## config.mk

```make
export PLATFORM = sky130hd
export DESIGN_NAME = smdl_front_flat
export DESIGN_NICKNAME = d
export VERILOG_FILES = /design/src/rtl/core/smdl_pkg.sv /design/src/rtl/core/smdl_in_if.sv /design/src/rtl/core/smdl_front.sv /design/src/flat_wrapper.sv
export SDC_FILE = /design/constraint.sdc
export NUM_CORES = 1
export LEC_CHECK = 0
export BUFFER_PORTS_ARGS = -buffer_cell sky130_fd_sc_hd__buf_4
export CAP_MARGIN = 0
export CORE_UTILIZATION = 27
export DETAILED_ROUTE_END_ITERATION = 10
export PLACE_DENSITY = 0.84
export SLEW_MARGIN = 20
export SYNTH_ARGS = -nofsm -noshare
export SYNTH_HDL_FRONTEND = slang
export SYNTH_SLANG_ARGS = --single-unit
```

## constraint.sdc

```tcl
create_clock -name clk_i -period 2.1 [get_ports clk_i]
set_clock_uncertainty 0.05 [all_clocks]
set_input_delay 0.42 -clock clk_i [delete_from_list [all_inputs] [get_ports clk_i]]
set_output_delay 0.42 -clock clk_i [all_outputs]
set_load 0.03 [all_outputs]
```

## src/rtl/core/smdl_pkg.sv

```systemverilog
// package: constants, types and helpers of the stem mix output stage
package smdl_pkg;

  localparam int STEMS       = 8;
  localparam int SAMPLE_BITS = 24;
  localparam int FRAC        = SAMPLE_BITS - 5;
  localparam int K_W         = (STEMS > 1) ? $clog2(STEMS) : 1;
  localparam int MIX_W       = SAMPLE_BITS + K_W;
  localparam int Q24_SHIFT   = FRAC - 8;
  localparam int QUEUE_DEPTH = 4;
  localparam int QP_W        = $clog2(QUEUE_DEPTH);

  localparam logic [31:0] GLUE_THRESHOLD = 32'd10066330;
  localparam logic [31:0] STAGE_GAIN     = 32'd751619277;
  localparam logic [63:0] KNEE_POINT     = 64'd16441672;
  localparam logic [31:0] KNEE_SLOPE     = 32'd644245094;
  localparam logic [63:0] KNEE_NUM       = 64'd16441672 * 64'd3650722202;
  localparam logic [63:0] OUT_LIMIT      = 64'd8 << FRAC;
  localparam logic signed [SAMPLE_BITS-1:0] OUT_LIM_S = SAMPLE_BITS'(64'd8 << FRAC);
  localparam logic signed [65:0] SAT_HI  = 66'sd1 <<< 62;
  localparam logic signed [65:0] SAT_LO  = -(66'sd1 <<< 62);

  localparam logic [2:0] CFG_DC_COEF = 3'd0;
  localparam logic [2:0] CFG_ATTACK  = 3'd1;
  localparam logic [2:0] CFG_RELEASE = 3'd2;
  localparam logic [2:0] CFG_MASTER  = 3'd3;
  localparam logic [2:0] CFG_MULTI   = 3'd4;

  typedef struct packed {
    logic [15:0] dc_coefficient;
    logic [15:0] attack_rate;
    logic [15:0] release_rate;
    logic [15:0] master_gain;
    logic        multichannel_mode;
  } cfg_t;

  typedef struct packed {
    logic signed [SAMPLE_BITS-1:0] left;
    logic signed [SAMPLE_BITS-1:0] right;
    logic                          last;
  } item_t;

  function automatic logic [62:0] mag63(input logic signed [63:0] v);
    logic [63:0] m;
    m = v[63] ? 64'(-v) : 64'(v);
    return m[62:0];
  endfunction

  function automatic logic signed [63:0] sat62(input logic signed [65:0] v);
    logic signed [65:0] r;
    r = v;
    if (v > SAT_HI) r = SAT_HI;
    if (v < SAT_LO) r = SAT_LO;
    return r[63:0];
  endfunction

endpackage

```

## src/rtl/core/smdl_in_if.sv

```systemverilog
// input stream interface: one stem item
interface smdl_in_if import smdl_pkg::*; ();
  logic                          valid;
  logic                          ready;
  logic signed [SAMPLE_BITS-1:0] stem_left;
  logic signed [SAMPLE_BITS-1:0] stem_right;
  modport source(output valid, stem_left, stem_right, input ready);
  modport sink(input valid, stem_left, stem_right, output ready);
endinterface

```

## src/rtl/core/smdl_front.sv

```systemverilog
// front end: accepts stem items and tags the last stem of each frame
module smdl_front import smdl_pkg::*; (
  input  logic       clk_i,
  input  logic       rst_ni,
  smdl_in_if.sink    in_s,
  output logic       push_valid_o,
  output item_t      push_item_o,
  input  logic       push_ready_i
);
  logic [K_W-1:0] pos_q;
  logic           last;

  assign last         = (pos_q == K_W'(STEMS - 1));
  assign in_s.ready   = push_ready_i;
  assign push_valid_o = in_s.valid;
  assign push_item_o  = '{left: in_s.stem_left, right: in_s.stem_right, last: last};

  always_ff @(posedge clk_i or negedge rst_ni) begin
    if (!rst_ni) begin
      pos_q <= '0;
    end else if (in_s.valid && push_ready_i) begin
      pos_q <= last ? '0 : pos_q + K_W'(1);
    end
  end
endmodule

```

## src/flat_wrapper.sv

```systemverilog
// flat-port wrapper written by rule: the top's interface ports become plain ports
module smdl_front_flat import smdl_pkg::*;
  (clk_i, rst_ni, push_valid_o, push_item_o, push_ready_i, in_s_valid, in_s_stem_left, in_s_stem_right, in_s_ready);
  smdl_in_if in_s_i ();
  input  logic clk_i;
  input  logic rst_ni;
  output logic push_valid_o;
  output item_t push_item_o;
  input  logic push_ready_i;
  input wire logic [$bits(in_s_i.valid)-1:0] in_s_valid;
  input wire logic [$bits(in_s_i.stem_left)-1:0] in_s_stem_left;
  input wire logic [$bits(in_s_i.stem_right)-1:0] in_s_stem_right;
  output wire logic [$bits(in_s_i.ready)-1:0] in_s_ready;
  assign in_s_i.valid = in_s_valid;
  assign in_s_i.stem_left = in_s_stem_left;
  assign in_s_i.stem_right = in_s_stem_right;
  assign in_s_ready = in_s_i.ready;
  smdl_front u_core (.clk_i(clk_i), .rst_ni(rst_ni), .in_s(in_s_i), .push_valid_o(push_valid_o), .push_item_o(push_item_o), .push_ready_i(push_ready_i));
endmodule
```

== Word level (Yosys, flattened, before mapping) ==
Index checks and enable logic that the tools add are counted.

* $mul: 0
* Shift-type cells: 0
* $add $sub $neg: 1
* Equal/unequal tests: 1
* Multiplexer cells: 1
* Bitwise gates (word level): 0
* Magnitude comparators: 0
* Reduce and logical (&&, ||, !) cells: 1
* Divide/modulo/power cells: 0

{| class="wikitable"
|+ Operator list
! cell !! number
|-
| 3-bit by 1-bit adder with 3-bit output (second input constant) || 1
|-
| 3-bit == test (second input constant) || 1
|-
| 3-bit two-way mux || 1
|-
| 1-bit logical AND || 1
|}

* Input bits: 52
* RAM bits: 0
* Logic and storage cells: 5
* ROM bits: 0
* Memories kept: 0
* Register bits after elaboration: 3
* Output and inout port bits: 51
* Latch bits: 0

== Longest topological paths before layout ==
Gate-level depths: netlist of the first run.

* Depth in word-level cells: 2
* Gate-level depth with buffers: 4
* Mapped depth without buffers: 4

== Worst setup path after synthesis of the first run ==
Ideal clock, no wire load.

* Kind: reg-to-output
* Start point: register u_core.pos_q[0]
* End point: output port push_item_o[0] in the netlist's numbering
* Data arrival time: 0.922 ns
* Cell stages (with the launch flop): 4
* Buffers on the path: 1
* Required time: 1.630 ns
* Path slack: 0.708 ns
* Cell sequence: dfrtp_1 ha_1 ha_1 buf_4

* Word-level cells in the longest chain between the ends: 1

{| class="wikitable"
|+ Ends and longest elaborated chain
! item !! RTL line !! RTL
|-
| from (decl) || smdl_front.sv:10 || <nowiki>logic [K_W-1:0] pos_q;</nowiki>
|-
| from (signal assigned) || smdl_front.sv:22 || <nowiki>pos_q <= last ? '0 : pos_q + K_W'(1);</nowiki>
|-
| 3-bit == test || smdl_front.sv:13 || <nowiki>assign last = (pos_q == K_W'(STEMS - 1));</nowiki>
|-
| to (decl) || flat_wrapper.sv:8 || <nowiki>output item_t push_item_o;</nowiki>
|}

No other way between the ends.

==> key figures, run 1 <==
Floorplan
  – Core Area: 0.00180 mm²
  – # IOs: 103
  – Die Span Y: 46.9 µm
  – Die W: 46.9 µm
  – Die area: 0.00220 mm²
  – Number of core rows: 15
  – Initial Util: 0.302

CTS
  – Setup bufs post-CTS: 0
  – CTS Buf Count: 3
  – CTS Buffer Depth: 2
  – Worst skew pair latency: 230 ps
  – Sink Count: 3
  – Hold buffers post-CTS: 1
  – H-tree depth: 1
  – CTS tree: done
  – Post-CTS Resized: 0
  – Reg clk slew, reported paths: 30 ps
  – Clock Root Buffer: clkbuf_4

Setup path
  – CP max-delay cell: dfrtp_1
  – CP required: 1630 ps
  – Crit Path Class: flop to primary output
  – CP startpoint kind: flop
  – CP most frequent cell: ha_1
  – Worst setup EP type: primary output
  – CP max FO: 3
  – Crit path DAT: 1190 ps
  – Cell Chain, Critical Path: ha_1 > ha_1 > buf_4
  – Largest stage delay, worst path: 380 ps

Global routing
  – Met2 Use GR: 0.0417
  – Largest net degree at the start of global routing: 4
  – GRT met3 Usage: 0.0692
  – Busiest layer in global routing: met3
  – Total grt overflow: 0
  – Met1 global-route usage: 0.0275
  – First-pass GRT wire length: 621 µm
  – Total Routing Usage GR: 0.0441
  – Initial antenna violation count: 0
  – Vias in the first global route: 156

Place
  – GP Congestion: 0.451
  – Pre-CTS setup slack: 680 ps
  – IO Port Bufs: 6
  – Cells after DPL: 42
  – DP Wirelength: 475 µm

Yosys
  – Post-synth top area share: 0.703
  – Syn nets: 116
  – Post-Syn Area: 544 µm²
  – Synth top area cells: buf_4 (70%), dfrtp_1 (14%), mux2_4 (8.3%)
  – Syn_area_per_cell: 8.78 µm²
  – Unique cell type count in the Yosys netlist: 7
  – Register area share after synthesis: 0.138
  – FF+latch count, synth: 3
  – Synth Warn #: 0
  – Yosys top cell by area: buf_4
  – Gate Count Post-Synth: 62

Finish
  – Multi-input gate area: 86.3 µm²
  – Area Growth Syn to Fin: -49.7%
  – Antenna cell count: 0
  – Non-Filler Instances: 47
  – Final core utilization: 0.152
  – Number of flip-flops in the largest register: 3
  – Biggest regs: u_core.pos_q x3
  – Fillers: 213
  – Largest Register: u_core.pos_q
  – Share of cells above drive strength 1: 0.591
  – Register Area: 75.1 µm²
  – Final nets: 77

Detailed routing
  – Vias: 161
  – WL/cell: 12.6 µm
  – 1st-iter DRT viols: 0
  – Total Wirelength: 594 µm
  – Total iterations of the first detailed-routing run: 1
  – DR vias/cell: 3.43
  – ANT nets after route: 0
  – DRC: 0

Pwr
  – Net Sw Frac: 0.297
  – Power Dens Cells: 1300 mW/mm²
  – P_leak: 0.135 nW
  – Internal Power: 0.250 mW
  – Clock share of power: 0.273
  – VDD IR max: 0.263 mV
  – Part of the power in registers: 0.303
  – Sw Pwr: 0.105 mW
  – Gate power share: 0.425

STA
  – Worst relative slew slack: 0.924
  – Setup violators final: 0
  – Post-route minimum period: 1660 ps
  – Final Worst Setup Slack: 442 ps
  – RSZ-0062 raised after global routing: false
  – Final hold viol count: 0
  – Setup TNS: 0 ps
  – Max Transition Viols Final: 0
  – Slew @ Worst Pin: 113 ps
  – Max Clk Rate: 603 MHz
  – Tcrit/Tclk final: 0.789

Run
  – Max-cap violations: 0

Status
  – Outcome: finished, final reports clean

Worst hold path
  – Worst min path class: flop to flop
-- layer usage --
layer,vias up,routed length (µm)
li1,60,-
met1,66,158
met2,27,252
met3,8,161
met4,0,21
met5,-,0
-- cell usage after synthesis --
cell type	number
nand2_2	1
nor2b_1	1
dfrtp_1	3
ha_1	2
nor2_1	1
mux2_4	3
buf_4	51
-- worst paths after layout --
check | start | to | slack, ps | depth (start not counted)
worst max-delay path | u_core.pos_q[0] | push_item_o[0] | 440 | 3
worst min-delay path | u_core.pos_q[1] | u_core.pos_q[1] | 460 | 1
worst max register to register | u_core.pos_q[0] | u_core.pos_q[2] | 800 | 3
worst min register to register | u_core.pos_q[1] | u_core.pos_q[1] | 460 | 1
max in group asynchronous | rst_ni | u_core.pos_q[2] | 1430 | 2
min in group asynchronous | rst_ni | u_core.pos_q[0] | 480 | 2
-- cells in the final DEF (no fill, tap or decap) --
| cell | instances |
|---|---|
| buf_4 | 6 |
| clkbuf_1 | 1 |
| clkbuf_4 | 3 |
| dfrtp_1 | 3 |
| dlygate4sd3_1 | 1 |
| ha_1 | 2 |
| mux2_4 | 3 |
| nand2_2 | 1 |
| nor2_1 | 1 |
| nor2b_1 | 1 |
-- cell families (layout without fill, tap and decap cells) --
logic type | after synthesis | after routing | synth area share
adders and majority gates | 2 | 2 | 0.0460
DFF | 3 | 3 | 0.138
buffers and inverters | 51 | 11 | 0.703
muxes | 3 | 3 | 0.0828
and+or+nand+nor | 3 | 3 | 0.0299
-- through the flow --
step | hold WS, ps | power (mW) | instance area (µm²)
2_1_floorplan | 74.4 | 0.400 | 544
3_3_place_gp | 162 | 0.252 | 238
3_5_place_dp | 163 | 0.260 | 238
4_1_cts | 461 | 0.364 | 274
5_1_grt | 481 | 0.383 | 274
6_report | 465 | 0.355 | 274
-- power by group through the flow --
| stage | logic, mW | registers, mW | clock network [mW] |
|---|---|---|---|
| global placement | 0.147 | 0.105 | 0 |
| finish | 0.151 | 0.107 | 0.0967 |
| global route | 0.167 | 0.110 | 0.107 |
| floorplan | 0.297 | 0.104 | 0 |
| detailed placement | 0.151 | 0.109 | 0 |
| CTS | 0.154 | 0.108 | 0.102 |
-- worst max-delay path: cells and delay by family, from the launching register on --
kind	cells	cell delay [ps]
buffers and inverters	1	170
adders and majority gates	2	400
DFF	1	380
-- cell type report --
| class | instances | share of cell area |
|---|---|---|
| multi-input cells | 8 | 0.315 |
| repair buffers | 7 | 0.201 |
| well taps | 25 | 0.114 |
| clock buffers | 4 | 0.0959 |
| flip-flops and latches | 3 | 0.274 |
Note: power is estimated with default switching activity, not from simulation.
==> run 2: changes to the inputs <==
Settings changed: ABC_AREA from default to 1, CORE_UTILIZATION 27 to 25, PLACE_DENSITY 0.84 to 0.79.
Clock period 2.1 ns to 1.6 ns, I/O delays scaled along.
==> run 2 against run 1 <==
Net effect:
- sequential cell count is the same
- cell count up 21%
- sequential share of layout area increased by 0.13 points
- synthesized area is 1.1% lower
- synthesized cell count increased by 13%
- largest cell class is now registers
- non-clock buffer count unchanged
- wire length up 14%
- combinational power fell by 24%
- die area increased by 6.5%
- count of clock-buffer cells in the layout is the same
- register-to-register slack got worse by 310 ps
==> key figures, run 2 <==
Status
  – Outcome: finished, final reports clean

Setup path
  – Worst setup EP type: primary output
  – RR Startpoint: u_core.pos_q[0]
  – Largest stage delay, worst path: 380 ps (about the same)
  – CP required: 1230 ps (-400 ps)
  – Worst setup path start: u_core.pos_q[0]
  – CP top delay family: adder cells
  – Crit Path Class: flop to primary output
  – CP startpoint kind: flop
  – CP max-delay cell: dfrtp_1
  – CP max FO: 3 (unchanged)
  – Crit path DAT: 1180 ps (about the same)
  – WP buf/inv: 1 (unchanged)
  – Cell Chain, Critical Path: ha_1 > ha_2 > buf_4

CTS
  – CTS tree: done
  – CTS Buf Count: 3 (unchanged)
  – CTS Buffer Depth: 2 (unchanged)
  – Setup bufs post-CTS: 0 (unchanged)
  – Sink Count: 3 (unchanged)
  – Clock Root Buffer: clkbuf_4
  – H-tree depth: 1 (unchanged)
  – Reg clk slew, reported paths: 40 ps (about the same)
  – Worst skew pair latency: 230 ps (about the same)

Finish
  – Number of flip-flops in the largest register: 3 (unchanged)
  – Antenna cell count: 0 (unchanged)
  – Fillers: 239 (+12%)
  – Largest Register: u_core.pos_q
  – Biggest regs: u_core.pos_q x3
  – Most common cell after layout, fill and taps aside: nand2_1
  – Commonest cells after routing, fill and taps aside: nand2_1 (9), buf_4 (6), clkbuf_4 (3), dfrtp_1 (3), nor2_1 (2)
  – Final nets: 85 (+10%)
  – Area Growth Syn to Fin: -49.3%
  – Share of cells above drive strength 1: 0.400 (-0.191)

Floorplan
  – Initial Util: 0.269 (-0.0333)
  – Core Area: 0.00200 mm² (+11%)
  – Number of core rows: 16 (+1)
  – Die area: 0.00234 mm² (+6.5%)
  – Die Span Y: 48.4 µm (+3.2%)
  – # IOs: 103 (unchanged)
  – Die W: 48.4 µm (+3.2%)

STA
  – Worst relative slew slack: 0.935 (+0.0105)
  – Setup violators final: 0 (unchanged)
  – Max Clk Rate: 647 MHz
  – Final Worst Setup Slack: 53.3 ps (-389 ps)
  – Final hold viol count: 0 (unchanged)
  – Setup TNS: 0 ps (unchanged)
  – Slew @ Worst Pin: 97.8 ps (-15.4 ps)
  – Hold Worst Slack: 350 ps (-115 ps)
  – Tcrit/Tclk final: 0.967
  – Post-route minimum period: 1550 ps
  – Max Transition Viols Final: 0 (unchanged)
  – RSZ-0062 raised after global routing: false

Global routing
  – Largest net degree at the start of global routing: 5 (+1)
  – Initial antenna violation count: 0 (unchanged)
  – Total grt overflow: 0 (unchanged)
  – First-pass GRT wire length: 1070 µm (+72%)
  – Vias in the first global route: 235 (+51%)
  – Total Routing Usage GR: 0.0675 (+0.0235)

Detailed routing
  – Met2 WL: 285 µm (+13%)
  – Vias: 204 (+27%)
  – DRC: 0 (unchanged)
  – DRT met1 WL: 172 µm (+8.9%)
  – WL met3: 153 µm (-5.0%)
  – WL/cell: 11.9 µm (-6.0%)
  – DR vias/cell: 3.58 (+4.5%)
  – Total Wirelength: 677 µm (+14%)
  – ANT nets after route: 0 (unchanged)
  – 1st-iter DRT viols: 2 (+2)
  – Top Metal Used: met4
  – Total iterations of the first detailed-routing run: 4 (+3)

Yosys
  – Synth Area in Simple Gates: 0.0884 (+0.0585)
  – Unique cell type count in the Yosys netlist: 8 (+1)
  – Top post-synthesis cells by count: buf_4 (51), nand2_1 (9), dfrtp_1 (3)
  – XOR/XNOR Fraction of Synth Area: 0 (unchanged)
  – Compound-Gate Fraction of Synth Area: 0 (unchanged)
  – Synth Warn #: 0 (unchanged)
  – Syn_area_per_cell: 7.69 µm² (-12%)
  – Gate Count Post-Synth: 70 (+13%)
  – Main combinational cell family by area after synthesis: buffers and inverters
  – Post-Syn Area: 538 µm² (-1.1%)
  – Ys flop type: dfrtp_1
  – Post-Synth Adder-Cell Area: 0.0465 (+0.000535)
  – Number of synthesized flops with an enable pin: 0 (unchanged)
  – Mux cell area share after synthesis: 0 (-0.0828)
  – Synth top area cells: buf_4 (71%), dfrtp_1 (14%), nand2_1 (6.3%)
  – Post-synth top area share: 0.712 (+0.00818)
  – Yosys top cell by area: buf_4
  – Syn nets: 124 (+6.9%)
  – Register area share after synthesis: 0.140 (+0.00160)
  – Asr flop ratio synth: 1.00 (unchanged)
  – Count leader, synth: buf_4
  – FF+latch count, synth: 3 (unchanged)

Place
  – IO Port Bufs: 6 (unchanged)
  – Pre-CTS setup slack: 264 ps (-416 ps)
  – DP Wirelength: 536 µm (+13%)
  – GP Congestion: 0.587 (+30%)

Worst hold path
  – Worst min path class: input port to flop
  – Hold path startpoint: push_ready_i

Pwr
  – P_leak: 0.146 nW (+7.8%)
  – VDD IR max: 0.237 mV (-9.7%)
  – Power Dens Cells: 1360 mW/mm² (+5.2%)

Run
  – Max-cap violations: 0 (unchanged)
run 2: final timing paths:
check	slack (ps)	cells after the start	to
setup / recovery	50	3	push_item_o[0]
max in group asynchronous	1040	2	u_core.pos_q[2]
setup reg to reg	490	4	u_core.pos_q[2]
min in group asynchronous	360	2	u_core.pos_q[0]
hold reg to reg	430	2	u_core.pos_q[1]
hold / removal	350	4	u_core.pos_q[1]
run 2: metal layers:
metal | up-vias | global-route usage
met5 | - | 0
met4 | 0 | 0.147
met3 | 16 | 0.0629
met2 | 29 | 0.0704
met1 | 78 | 0.0423
li1 | 81 | -
run 2: kinds of logic (layout without fill, tap and decap cells):
| family | after synthesis | after routing |
|---|---|---|
| simple gates | 12 | 12 |
| fa+ha+maj | 2 | 2 |
| flops | 3 | 3 |
| buf+inv | 53 | 13 |
run 2: worst min-delay path: stages:
cell and delay [ps]:
buf_4 90, nand2_2 70, nand2_1 60, nand2_1 50
run 2: area by class of cell:
type | count | area, µm² | share of cell area
flip-flops and latches | 3 | 75.1 | 0.275
inverters | 2 | 7.51 | 0.0275
multi-input cells | 14 | 75.1 | 0.275
repair buffers | 7 | 55.1 | 0.202
well taps | 27 | 33.8 | 0.124
clock buffers | 4 | 26.3 | 0.0963
run 2: what timing repair did:
item                                    in CTS  in global routing
endpoints found under the hold margin        3                  0
endpoints found under the setup margin       0                  1
hold buffers                                 1                  0
resized for setup                            0                  1
run 2: report_power, final:
part           leakage (nW)  internal [mW]  total, mW  switching [mW]
registers            0.0374          0.107      0.125          0.0174
clock network        0.0150         0.0934      0.132          0.0383
logic                0.0931         0.0525      0.115          0.0627
total                 0.146          0.253      0.372           0.118
run 2: per-stage QoR:
stage	util	instance area (µm²)	power, mW	instances
floorplan	-	538	0.437	70
global placement	0.117	234	0.232	52
detailed placement	0.117	234	0.239	52
CTS	0.135	270	0.383	57
global route	0.136	273	0.423	57
finish	0.136	273	0.372	57
