`config.mk`:
```
export PLATFORM = sky130hd
export DESIGN_NAME = smdl_queue
export DESIGN_NICKNAME = d
export VERILOG_FILES = /design/src/rtl/core/smdl_pkg.sv /design/src/rtl/core/smdl_queue.sv
export SDC_FILE = /design/constraint.sdc
export NUM_CORES = 1
export LEC_CHECK = 0
export BUFFER_PORTS_ARGS = -buffer_cell sky130_fd_sc_hd__buf_2
export CAP_MARGIN = 0
export CORE_UTILIZATION = 29
export DETAILED_ROUTE_END_ITERATION = 12
export GPL_ROUTABILITY_DRIVEN = 1
export SYNTH_ARGS = -nofsm -noshare
export SYNTH_HDL_FRONTEND = slang
export SYNTH_SLANG_ARGS = --single-unit
export TNS_END_PERCENT = 1
```
`constraint.sdc`:
```
create_clock -name clk_i -period 2.7 [get_ports clk_i]
set_input_delay 0.81 -clock clk_i [delete_from_list [all_inputs] [get_ports clk_i]]
set_output_delay 0.81 -clock clk_i [all_outputs]
set_load 0.005 [all_outputs]
```
`src/rtl/core/smdl_pkg.sv`:
```
// package: constants, types and helpers of the stem mix output stage
package smdl_pkg;

  localparam int STEMS       = 8;
  localparam int SAMPLE_BITS = 24;
  localparam int FRAC        = SAMPLE_BITS - 5;
  localparam int K_W         = (STEMS > 1) ? $clog2(STEMS) : 1;
  localparam int MIX_W       = SAMPLE_BITS + K_W;
  localparam int Q24_SHIFT   = FRAC - 8;
  localparam int QUEUE_DEPTH = 4;
  localparam int QP_W        = $clog2(QUEUE_DEPTH);

  localparam logic [31:0] GLUE_THRESHOLD = 32'd10066330;
  localparam logic [31:0] STAGE_GAIN     = 32'd751619277;
  localparam logic [63:0] KNEE_POINT     = 64'd16441672;
  localparam logic [31:0] KNEE_SLOPE     = 32'd644245094;
  localparam logic [63:0] KNEE_NUM       = 64'd16441672 * 64'd3650722202;
  localparam logic [63:0] OUT_LIMIT      = 64'd8 << FRAC;
  localparam logic signed [SAMPLE_BITS-1:0] OUT_LIM_S = SAMPLE_BITS'(64'd8 << FRAC);
  localparam logic signed [65:0] SAT_HI  = 66'sd1 <<< 62;
  localparam logic signed [65:0] SAT_LO  = -(66'sd1 <<< 62);

  localparam logic [2:0] CFG_DC_COEF = 3'd0;
  localparam logic [2:0] CFG_ATTACK  = 3'd1;
  localparam logic [2:0] CFG_RELEASE = 3'd2;
  localparam logic [2:0] CFG_MASTER  = 3'd3;
  localparam logic [2:0] CFG_MULTI   = 3'd4;

  typedef struct packed {
    logic [15:0] dc_coefficient;
    logic [15:0] attack_rate;
    logic [15:0] release_rate;
    logic [15:0] master_gain;
    logic        multichannel_mode;
  } cfg_t;

  typedef struct packed {
    logic signed [SAMPLE_BITS-1:0] left;
    logic signed [SAMPLE_BITS-1:0] right;
    logic                          last;
  } item_t;

  function automatic logic [62:0] mag63(input logic signed [63:0] v);
    logic [63:0] m;
    m = v[63] ? 64'(-v) : 64'(v);
    return m[62:0];
  endfunction

  function automatic logic signed [63:0] sat62(input logic signed [65:0] v);
    logic signed [65:0] r;
    r = v;
    if (v > SAT_HI) r = SAT_HI;
    if (v < SAT_LO) r = SAT_LO;
    return r[63:0];
  endfunction

endpackage

```
`src/rtl/core/smdl_queue.sv`:
```
// short item queue between front and back
module smdl_queue import smdl_pkg::*; (
  input  logic  clk_i,
  input  logic  rst_ni,
  input  logic  push_valid_i,
  input  item_t push_item_i,
  output logic  push_ready_o,
  output logic  pop_valid_o,
  output item_t pop_item_o,
  input  logic  pop_ready_i
);
  item_t           mem_q [QUEUE_DEPTH];
  logic [QP_W-1:0] wr_q, rd_q;
  logic [QP_W:0]   cnt_q;
  logic            push, pop;

  assign push_ready_o = (cnt_q != (QP_W+1)'(QUEUE_DEPTH));
  assign pop_valid_o  = (cnt_q != '0);
  assign pop_item_o   = mem_q[rd_q];
  assign push         = push_valid_i && push_ready_o;
  assign pop          = pop_valid_o && pop_ready_i;

  always_ff @(posedge clk_i) begin
    if (push) begin
      mem_q[wr_q] <= push_item_i;
    end
  end

  always_ff @(posedge clk_i or negedge rst_ni) begin
    if (!rst_ni) begin
      wr_q  <= '0;
      rd_q  <= '0;
      cnt_q <= '0;
    end else begin
      if (push) wr_q <= wr_q + QP_W'(1);
      if (pop)  rd_q <= rd_q + QP_W'(1);
      if (push && !pop) cnt_q <= cnt_q + (QP_W+1)'(1);
      else if (pop && !push) cnt_q <= cnt_q - (QP_W+1)'(1);
    end
  end
endmodule

```
Yosys cells after proc, flatten, opt, wreduce, memory -nomap -nowiden
Memories as Yosys holds them, arrays and structs flattened.
Index checks and enable logic that the tools add are counted.
- flip-flop bits (word level): 7
- memories kept: 1
- RAM bits: 196
- bits of input ports: 53
- multiplexer cells: 4
- reductions and logical operators: 8
- add/subtract/negate cells: 4
- equality and inequality tests: 1
- memories (name ; depth ; bits a word ; read ports ; clocked after memory_dff ; write ports ; RTL line ; RTL):
    mem_q ; 4 ; 49 ; 1 ; 0 ; 1 ; smdl_queue.sv:12 ; item_t mem_q [QUEUE_DEPTH];
- operator list (operator ; count):
    3-bit 2-to-1 mux ; 2
    2-bit by 1-bit adder with 2-bit output, second input constant ; 2
    1-bit logical AND ; 4
    3-bit by 1-bit adder with 3-bit output, second input constant ; 1
    3-bit != test, second input constant ; 1
    3-bit nonzero test ; 1
    3-bit by 1-bit subtractor with 3-bit output, second input constant ; 1
    1-bit logical NOT ; 2
    1-bit 2-to-1 mux ; 2
    2-bit nonzero test ; 1

Longest topological paths before layout
Gate-level depths: netlist of the first run.
- word-level depth: 6
- depth in mapped cells: 8
- depth with buffers taken out: 8

Least setup slack after synthesis of the first run
No wires, ideal clock.
- kind: input port to flip-flop
- start point: input port push_valid_i
- end point: memory mem_q[2][0] in the netlist's numbering (enable)
- library setup time: 412 ps
- slack: 4 ps
- data arrival time: 2285 ps
- stages on the path: 2
- cells stage by stage: a21boi_2 -> and2_1
- cells in the longest elaborated chain, start to end: 3
- ends and longest elaborated chain (item ; RTL line ; RTL):
    start: declaration ; smdl_queue.sv:5 ; input logic push_valid_i,
    1-bit logical AND ; smdl_queue.sv:20 ; assign push = push_valid_i && push_ready_o;
    1-bit 2-to-1 mux ; smdl_queue.sv:24 ; if (push) begin
    1-bit 2-to-1 mux (implied by the code) ; smdl_queue.sv:25 ; mem_q[wr_q] <= push_item_i;
    end: declaration ; smdl_queue.sv:12 ;
Every way passes these cells.

==> flow_summary.toml, run 1 <==
[clocking]
root_buffer = "clkbuf_16"
path_clk_slew_ps = 60
clkSinkCount = 203
clkLatencyLatePin_ps = 500
cts-htree-levels = 1
cts_buffer_depth = 3
numCtsBuffers = 22
cts_tree = "done"

[detailed_routing]
vias_per_cell = 4.45
num_vias = 3388
post_drt_wl_per_cell_microns = 18.6
routed_wl_mm = 14.2
drc = 0
drt_iter0_markers = 148
drtAntennaViolNets = 0
drtPass1Iterations = 4

[sta]
maxSlewHeadroom = 0.766
rsz0062_at_grt = "true"
worst_slew_pin_slew_ps = 350
finalHoldViolCount = 0
finalSetupViolCount = 1
fmax_mhz = 370
period_share = 1.00
layout_setup_ws_ps = -2.87
maxSlewViolCount = 0
skew_ps = 9.88
period_needed_ps = 2700
setup-tns-final_ps = -2.87

[synthesis]
async_flop_share = 0.0345
synth_flop_cell = "edfxtp_1"
ys_ff_latch = 203
yosys_warnings = 0
synth_cells = 292
synth_edf_count = 196
synth_nets = 351
yosysMostFrequentCell = "edfxtp_1"
synthTopCellsByArea = "edfxtp_1, mux4_2, dfrtp_1"
synth_cell_type_count = 20
yosys.area.top_type = "edfxtp_1"
synth_common_cells = "edfxtp_1, mux4_2, dfrtp_1"
synth_top_area_frac = 0.781
ys_seq_area_frac = 0.804
syn_area_per_cell_sq_um = 25.8
netlist_area_sq_um = 7540

[setup_path]
path_cells = "buf_16, mux4_2, buf_2"
critPathSlowestCell = "mux4_2"
critical_path_class = "reg2out"
required_ps = 1890
cp_slowest_stage_delay_ps = 520
cp_max_fo = 18
path_delay_family = "multiplexers"
crit_path_start_kind = "flop"
end_kind = "output port"
arrival_ps = 1890
crit_buf_inv = 2

[global_route]
grt_max_degree = 50
antenna_found_initial = 2
grt_use_total = 0.107
grt-ovfl-total = 0
grt_pass1_vias = 3757
grt_pass1_wl_mm = 21.3

[hold_path]
worstHoldPathType = "in2async"

[layout]
nFillCells = 2301
postLayoutCellArea_sq_um = 9250
area_delta_synth_final_pct = 22.7
fin_nets = 477
drive_above_1_share = 0.470
antenna_cells = 0

[die]
rows = 58
die_w_microns = 163
start_util = 0.298
die_h_microns = 163
die-area_sq_um = 26600
io_pins = 104
core_sq_um = 25300

[power]
pwr-share-clk = 0.277
combPwrFrac = 0.290
p_int_mw = 7.34
power.total_mw = 10.1
p_per_area_nw_per_um2 = 1090
power.leakage_nw = 3.14
p_sw_mw = 2.74
switching_share = 0.272
vdd_drop_max_uv = 673
seqPwrFrac = 0.433

[status]
outcome = "complete, but fails checks"
violations = "negative setup slack"

[run]
cap_violations = 0

[place]
hpwl_mm = 7.87
pre_cts_slack_ps = 330
globalplace.congestion = 0.636
placed_cell_area_sq_um = 8470
port_buffers = 103
## worst reg2reg max path: stages, from the launching register on
cell and delay, ps:
dfrtp_1 430, or3_1 440, nand2_1 180, ha_1 210, inv_1 60, fa_1 370, xor2_1 170, nor2_1 110
xor2_1 150
## registers in the layout (all words and copies together) (netlist names)
register	count
mem_q	196
cnt_q	3
rd_q	2
wr_q	2
## path summary, 6_finish.rpt
check | from | end | slack (ps) | cells after the start
max in group asynchronous | rst_ni | rd_q[0] | 2340 | 1
setup / recovery | rd_q[0] | pop_item_o[9] | -3 | 3
hold / removal | rst_ni | cnt_q[2] | 150 | 1
setup reg to reg | cnt_q[1] | cnt_q[2] | 510 | 8
min in group clk_i | push_item_i[19] | mem_q[2][19] | 530 | 1
hold reg to reg | cnt_q[2] | cnt_q[2] | 540 | 1
## per-stage QoR
stage                     std cells  utilization  hold WS, ps
after detailed placement        721        0.335          533
after global routing            762        0.365          130
after floorplan                 292            -          493
after CTS                       760        0.363          117
final                           762        0.365          150
after global placement          721        0.335          520
## cell families (layout without fill, tap and decap cells)
| family | after synthesis | in the layout | synth area share |
|---|---|---|---|
| buf+inv | 15 | 155 | 0.0201 |
| xor+xnor | 6 | 6 | 0.00697 |
| fa+ha+maj | 6 | 6 | 0.0110 |
| mux | 51 | 51 | 0.150 |
| simple gates | 10 | 10 | 0.00680 |
| flops | 203 | 203 | 0.804 |
| compound gates | 1 | 1 | 0.00149 |
## layer usage
layer  track usage  wire (microns)  up-vias
met5             0              31        -
met4        0.0391             363        4
met3        0.0297             801       38
met2         0.179            7140       80
met1         0.132            5840     1775
li1              -               -     1491
## cell usage in the layout, fill, tap and decap left out, types with 3 or more instances in the layout
master / instances
clkbuf_16: 24
inv_1: 3
clkbuf_1: 3
ha_1: 5
buf_2: 99
buf_12: 6
clkinv_2: 4
buf_6: 4
dfrtp_1: 5
mux4_2: 49
clkinv_1: 4
xnor2_1: 4
and2_2: 4
edfxtp_1: 196
## power by group through the flow
stage               Sequential [mW]  Clock (mW)  Combinational (mW)
floorplan                      4.36           0                1.85
global placement               4.37           0                2.79
detailed placement             4.42           0                2.83
CTS                            4.37        2.91                2.93
global route                   4.43        3.02                3.21
finish                         4.37        2.79                2.93
## cell type report
| cell class | count | area, sq um | share of cell area |
|---|---|---|---|
| multi-input combinational | 74 | 1330 | 0.144 |
| tap | 330 | 413 | 0.0446 |
| inverter | 3 | 11.3 | 0.00122 |
| clock buffer | 26 | 587 | 0.0634 |
| timing repair buffer | 114 | 756 | 0.0817 |
| clock inverter | 12 | 90.1 | 0.00974 |
| sequential | 203 | 6070 | 0.656 |
## repair_timing
item / CTS / global route
gates cloned: 1 / 1
setup buffers: 0 / 1
hold buffers: 0 / 0
resized for setup: 4 / 6
setup endpoints to repair: 49 / 49
Power figures use the tool's default switching activity.
==> run 2: changes to the inputs <==
--- a/config.mk
+++ b/config.mk
@@ -10,6 +10,7 @@
 export CORE_UTILIZATION = 29
 export DETAILED_ROUTE_END_ITERATION = 12
 export GPL_ROUTABILITY_DRIVEN = 1
+export REMOVE_ABC_BUFFERS = 1
 export SYNTH_ARGS = -nofsm -noshare
 export SYNTH_HDL_FRONTEND = slang
 export SYNTH_SLANG_ARGS = --single-unit
==> run 2 against run 1 <==
  * The run still ends with negative setup slack left
  * Sequential power about the same
  * Non-clock buffer count up 3
  * Critical path depth unchanged
  * Highest routed layer unchanged
  * Maximum frequency down 0.71%
  * Largest cell class unchanged
  * Core utilization up 0.079 points
  * Setup slack worse by 19 ps
  * Design area up 0.22%
  * Die area unchanged
  * Global-route usage down 0.14 points
  * Combinational power down 4%
==> flow_summary.toml, run 2 (synthesis results as in run 1) <==
[detailed_routing]
post_drt_wl_per_cell_microns = 17.7
routed_wl_mm = 13.6
drtPass1Iterations = 4
drt_iter0_markers = 235
drc = 0
num_vias = 3406
vias_per_cell = 4.43
drtAntennaViolNets = 0

[clocking]
cts-htree-levels = 1
cts_buffer_depth = 3
path_clk_slew_ps = 60
postCtsHoldBufs = 0
root_buffer = "clkbuf_16"
cts_tree = "done"
numCtsBuffers = 23
clkSinkCount = 203
clkLatencyLatePin_ps = 500

[place]
globalplace.congestion = 0.644
placed_cell_area_sq_um = 8520
hpwl_mm = 8.68
port_buffers = 103
place_inst = 726

[hold_path]
worstHoldPathType = "in2async"

[sta]
setup-tns-final_ps = -184
finalHoldViolCount = 0
period_needed_ps = 2720
fmax_mhz = 367
finalSetupViolCount = 16
rsz0062_at_grt = "true"
skew_ps = 7.63
hold_ws_ps = 133
layout_setup_ws_ps = -22.2
worst_slew_pin_slew_ps = 465
maxSlewViolCount = 0
maxSlewHeadroom = 0.690
period_share = 1.01

[layout]
final_cell_mix = "edfxtp_1, buf_2, mux4_2, clkbuf_16"
fin_nets = 481
top_regs = "mem_q (196), cnt_q (3)"
finalNonFillerCells = 769
final_util = 0.366
postLayoutCellArea_sq_um = 9270
antenna_cells = 0
largest_register_ffs = 196
nFillCells = 2327
largest-register = "mem_q"
area_delta_synth_final_pct = 23.0
drive_above_1_share = 0.474
layout.cells.most_common = "edfxtp_1"

[power]
power.leakage_nw = 3.17
vdd_drop_max_uv = 660
p_per_area_nw_per_um2 = 1090

[global_route]
antenna_found_initial = 1
grt-ovfl-total = 0
grt_pass1_wl_mm = 21.3
grt_max_degree = 30
grt_use_total = 0.106
grt_pass1_vias = 3742

[status]
outcome = "complete, but fails checks"
violations = "negative setup slack"

[setup_path]
end_kind = "output port"
required_ps = 1890
crit_path_start_kind = "flop"
reg2regPathDepth = 8
r2r-start = "cnt_q[1]"
startpoint = "rd_q[0]"
arrival_ps = 1910
critical_path_class = "reg2out"
cp_max_fo = 17

[die]
die-area_sq_um = 26600
die_h_microns = 163
die_w_microns = 163
core_sq_um = 25300
rows = 58
io_pins = 104
start_util = 0.298

[run]
cap_violations = 0
## run 2: changes by cell type in the layout (fill, tap and decap cells not counted), moves of 2 or more
cell	previous run	this run
buf_4	2	7
buf_16	2	0
buf_2	99	101
buf_6	4	2
## run 2: layer usage
layer | vias up | wire (microns) | global-route usage
li1 | 1508 | - | -
met1 | 1774 | 5580 | 0.130
met2 | 90 | 6860 | 0.179
met3 | 32 | 910 | 0.0305
met4 | 2 | 260 | 0.0310
met5 | - | 13 | 0
## run 2: layout make-up
class,instances,area [sq um],area share
clock buffer,27,591,0.0637
clock inverter,15,141,0.0152
inverter,3,11.3,0.00121
multi-input combinational,74,1330,0.143
sequential,203,6070,0.654
tap,330,413,0.0445
timing repair buffer,117,721,0.0777
## run 2: path summary, 6_finish.rpt
path | slack (ps) | to
max | -20 | pop_item_o[47]
min | 130 | cnt_q[2]
max reg2reg | 560 | cnt_q[2]
min reg2reg | 530 | cnt_q[2]
max in group asynchronous | 2390 | rd_q[0]
min in group clk_i | 520 | mem_q[1][11]
## run 2: worst max-delay path, cell delays in order (launching register included)
cell and delay (ps):
dfrtp_4 510, buf_12 210, mux4_2 540, buf_2 150
## run 2: stage by stage
stage | total power [mW] | worst slack (ps)
after floorplan | 6.03 | -857
after global placement | 7.21 | 362
after detailed placement | 7.31 | 281
after CTS | 10.3 | -79.2
after global routing | 10.7 | -115
final | 10.1 | -22.2
## run 2: power breakdown
group	leakage [nW]	total (mW)	internal [mW]	switching [mW]
combinational	0.931	2.81	1.45	1.36
clock	0.360	2.95	1.77	1.19
sequential	1.88	4.36	4.18	0.180
total	3.17	10.1	7.39	2.73
## run 2: timing repair
item	in CTS	in global routing
buffers inserted	1	0
cloned	0	0
endpoints found under the setup margin	45	49
resized for setup	1	2
==> run 3: changes to the inputs <==
--- a/config.mk
+++ b/config.mk
@@ -5,8 +5,10 @@
 export SDC_FILE = /design/constraint.sdc
 export NUM_CORES = 1
 export LEC_CHECK = 0
+export ABC_AREA = 1
 export BUFFER_PORTS_ARGS = -buffer_cell sky130_fd_sc_hd__buf_2
 export CAP_MARGIN = 0
+export CORE_MARGIN = 3
 export CORE_UTILIZATION = 29
 export DETAILED_ROUTE_END_ITERATION = 12
 export GPL_ROUTABILITY_DRIVEN = 1
==> run 3 against run 2 <==
  * The run now ends clean
  * Synthesized cell count grew 120%
  * Combinational power is 33% higher
  * Clock power is essentially flat
  * Clock-buffer cell count down 1
  * Critical path type unchanged
  * Largest power group unchanged
  * Highest routed layer unchanged
==> flow_summary.toml, run 3 <==
[status]
outcome = "completed"

[detailed_routing]
drtPass1Iterations = 4
post_drt_wl_per_cell_microns = 15.2
num_vias = 4920
routed_wl_mm = 17.3
drtAntennaViolNets = 0
drc = 0
vias_per_cell = 4.33
drt_iter0_markers = 246

[synthesis]
synth_edf_count = 196
yosysMostFrequentCell = "edfxtp_1"
yosys.area.top_type = "edfxtp_1"
synth_cell_type_count = 17
synthTopCellsByArea = "edfxtp_1, o211ai_1, nand2_1"
async_flop_share = 0.0345
ys_ff_latch = 203
synth_common_cells = "edfxtp_1, nand2_1, inv_1"
synth_top_area_frac = 0.720
syn_area_per_cell_sq_um = 12.9
synth_cells = 631
ys_seq_area_frac = 0.742
synth_flop_cell = "edfxtp_1"
yosys_warnings = 0
netlist_area_sq_um = 8170

[place]
port_buffers = 103
globalplace.congestion = 0.711
hpwl_mm = 9.38

[layout]
largest_register_ffs = 196
top_regs = "mem_q (196), cnt_q (3)"
area_delta_synth_final_pct = 23.3
multi_input_area_sq_um = 1530
antenna_cells = 0
largest-register = "mem_q"
fin_nets = 806
nFillCells = 2653
drive_above_1_share = 0.214
layout.cells.most_common = "edfxtp_1"
ff_latch_area_sq_um = 6060
final_cell_mix = "edfxtp_1, nand2_1, inv_1, buf_2, o211ai_1"

[power]
pwr-share-clk = 0.267
p_int_mw = 7.34
power.total_mw = 11.0
power.leakage_nw = 4.03
seqPwrFrac = 0.393
p_sw_mw = 3.67
p_per_area_nw_per_um2 = 1090
vdd_drop_max_uv = 669
switching_share = 0.333
combPwrFrac = 0.340

[sta]
rsz0062_at_grt = "true"
finalSetupViolCount = 0
fmax_mhz = 384
maxSlewHeadroom = 0.665
maxSlewViolCount = 0
hold_ws_ps = 145
finalHoldViolCount = 0
period_share = 0.965
period_needed_ps = 2610
skew_ps = 7.76
worst_slew_pin_slew_ps = 503

[die]
io_pins = 104
start_util = 0.299
core_sq_um = 27300
die-area_sq_um = 30200
die_w_microns = 174
die_h_microns = 174
rows = 60

[setup_path]
arrival_ps = 1800
cp_max_fo = 25
critPathSlowestCell = "dfrtp_2"
r2r-start = "cnt_q[0]"
required_ps = 1890
startpoint = "rd_q[0]"
end_kind = "output port"
cp_slowest_stage_delay_ps = 540
crit_path_start_kind = "flop"
critical_path_class = "reg2out"
path_cells = "inv_16, clkbuf_16, o211ai_1, nand2_1, buf_2"

[clocking]
path_clk_slew_ps = 60
numCtsBuffers = 23
cts-htree-levels = 1
clkLatencyLatePin_ps = 490
root_buffer = "clkbuf_16"
clkSinkCount = 203
cts_buffer_depth = 3
postCtsHoldBufs = 0
cts_tree = "done"

[global_route]
grt_use_total = 0.106
grt_max_degree = 65
grt_pass1_wl_mm = 25.3
grt_pass1_vias = 4708
antenna_found_initial = 4
grt-ovfl-total = 0

[hold_path]
worstHoldPathType = "in2async"

[run]
cap_violations = 0
## run 3: changes by cell type after synthesis, moves of 9 or more
cell	before	now
o211ai_1	0	98
clkbuf_1	1	10
nand2_1	2	164
mux4_2	48	0
buf_2	5	16
inv_1	3	112
## run 3: critical path: cells and delay by family, from the launching register on
family                 cells  cell delay, ps
buffers and inverters      3             460
AND/OR/NAND/NOR            1             120
flip-flops                 1             540
AO/OA/AOI/OAI              1             160
## run 3: logic make-up (layout without fill, tap and decap cells)
family	count (synthesis)	in the layout	synth area share
flip-flops	203	203	0.742
AND/OR/NAND/NOR	176	176	0.0822
buffers and inverters	146	278	0.0741
AO/OA/AOI/OAI	99	99	0.0907
adder cells (fa/ha/maj)	6	6	0.0101
XOR/XNOR	1	1	0.00107
## run 3: routing by layer
| metal | up-vias | routed length, microns | GRT usage |
|---|---|---|---|
| met1 | 2354 | 7860 | 0.136 |
| met3 | 32 | 964 | 0.0307 |
| met4 | 8 | 283 | 0.0265 |
| met2 | 102 | 8140 | 0.176 |
| li1 | 2424 | - | - |
| met5 | - | 53 | 0 |
## run 3: layout make-up
| class | instances | area share |
|---|---|---|
| clock buffer | 26 | 0.0582 |
| sequential | 203 | 0.602 |
| timing repair inverter | 1 | 0.000869 |
| timing repair buffer | 122 | 0.0832 |
| multi-input combinational | 282 | 0.152 |
| inverter | 114 | 0.0442 |
| tap | 372 | 0.0462 |
| clock inverter | 15 | 0.0133 |
## run 3: per-stage QoR
stage	util	std cells	setup WS [ps]	instance area, sq um	setup TNS [ps]
2_1_floorplan	-	599	-769	7990	-168060
3_3_place_gp	0.336	1087	546	9200	0
3_5_place_dp	0.336	1087	512	9200	0
4_1_cts	0.363	1128	-18.6	9930	-38.3
5_1_grt	0.369	1135	-9.38	10100	-18.3
6_report	0.369	1135	93.6	10100	0
## run 3: what timing repair did
item	CTS	global route
setup buffers	0	2
cloned	0	5
endpoints found under the setup margin	19	42
resized for setup	2	7
## run 3: final timing paths
path                                  end  slack [ps]  cells past startpoint
min                              cnt_q[1]         140                      1
min reg2reg                      cnt_q[2]         500                      2
min in group clk_i               cnt_q[2]         500                      2
max reg2reg                      cnt_q[2]         880                     10
max in group asynchronous         rd_q[1]        2370                      1
max                        pop_item_o[19]          90                      5
## run 3: power by group through the flow
stage | clock network [mW] | logic [mW] | registers, mW
finish | 2.94 | 3.74 | 4.33
global route | 3.16 | 4.21 | 4.38
CTS | 3.03 | 3.53 | 4.31
detailed placement | 0 | 3.50 | 4.37
global placement | 0 | 3.45 | 4.36
floorplan | 0 | 1.86 | 4.44
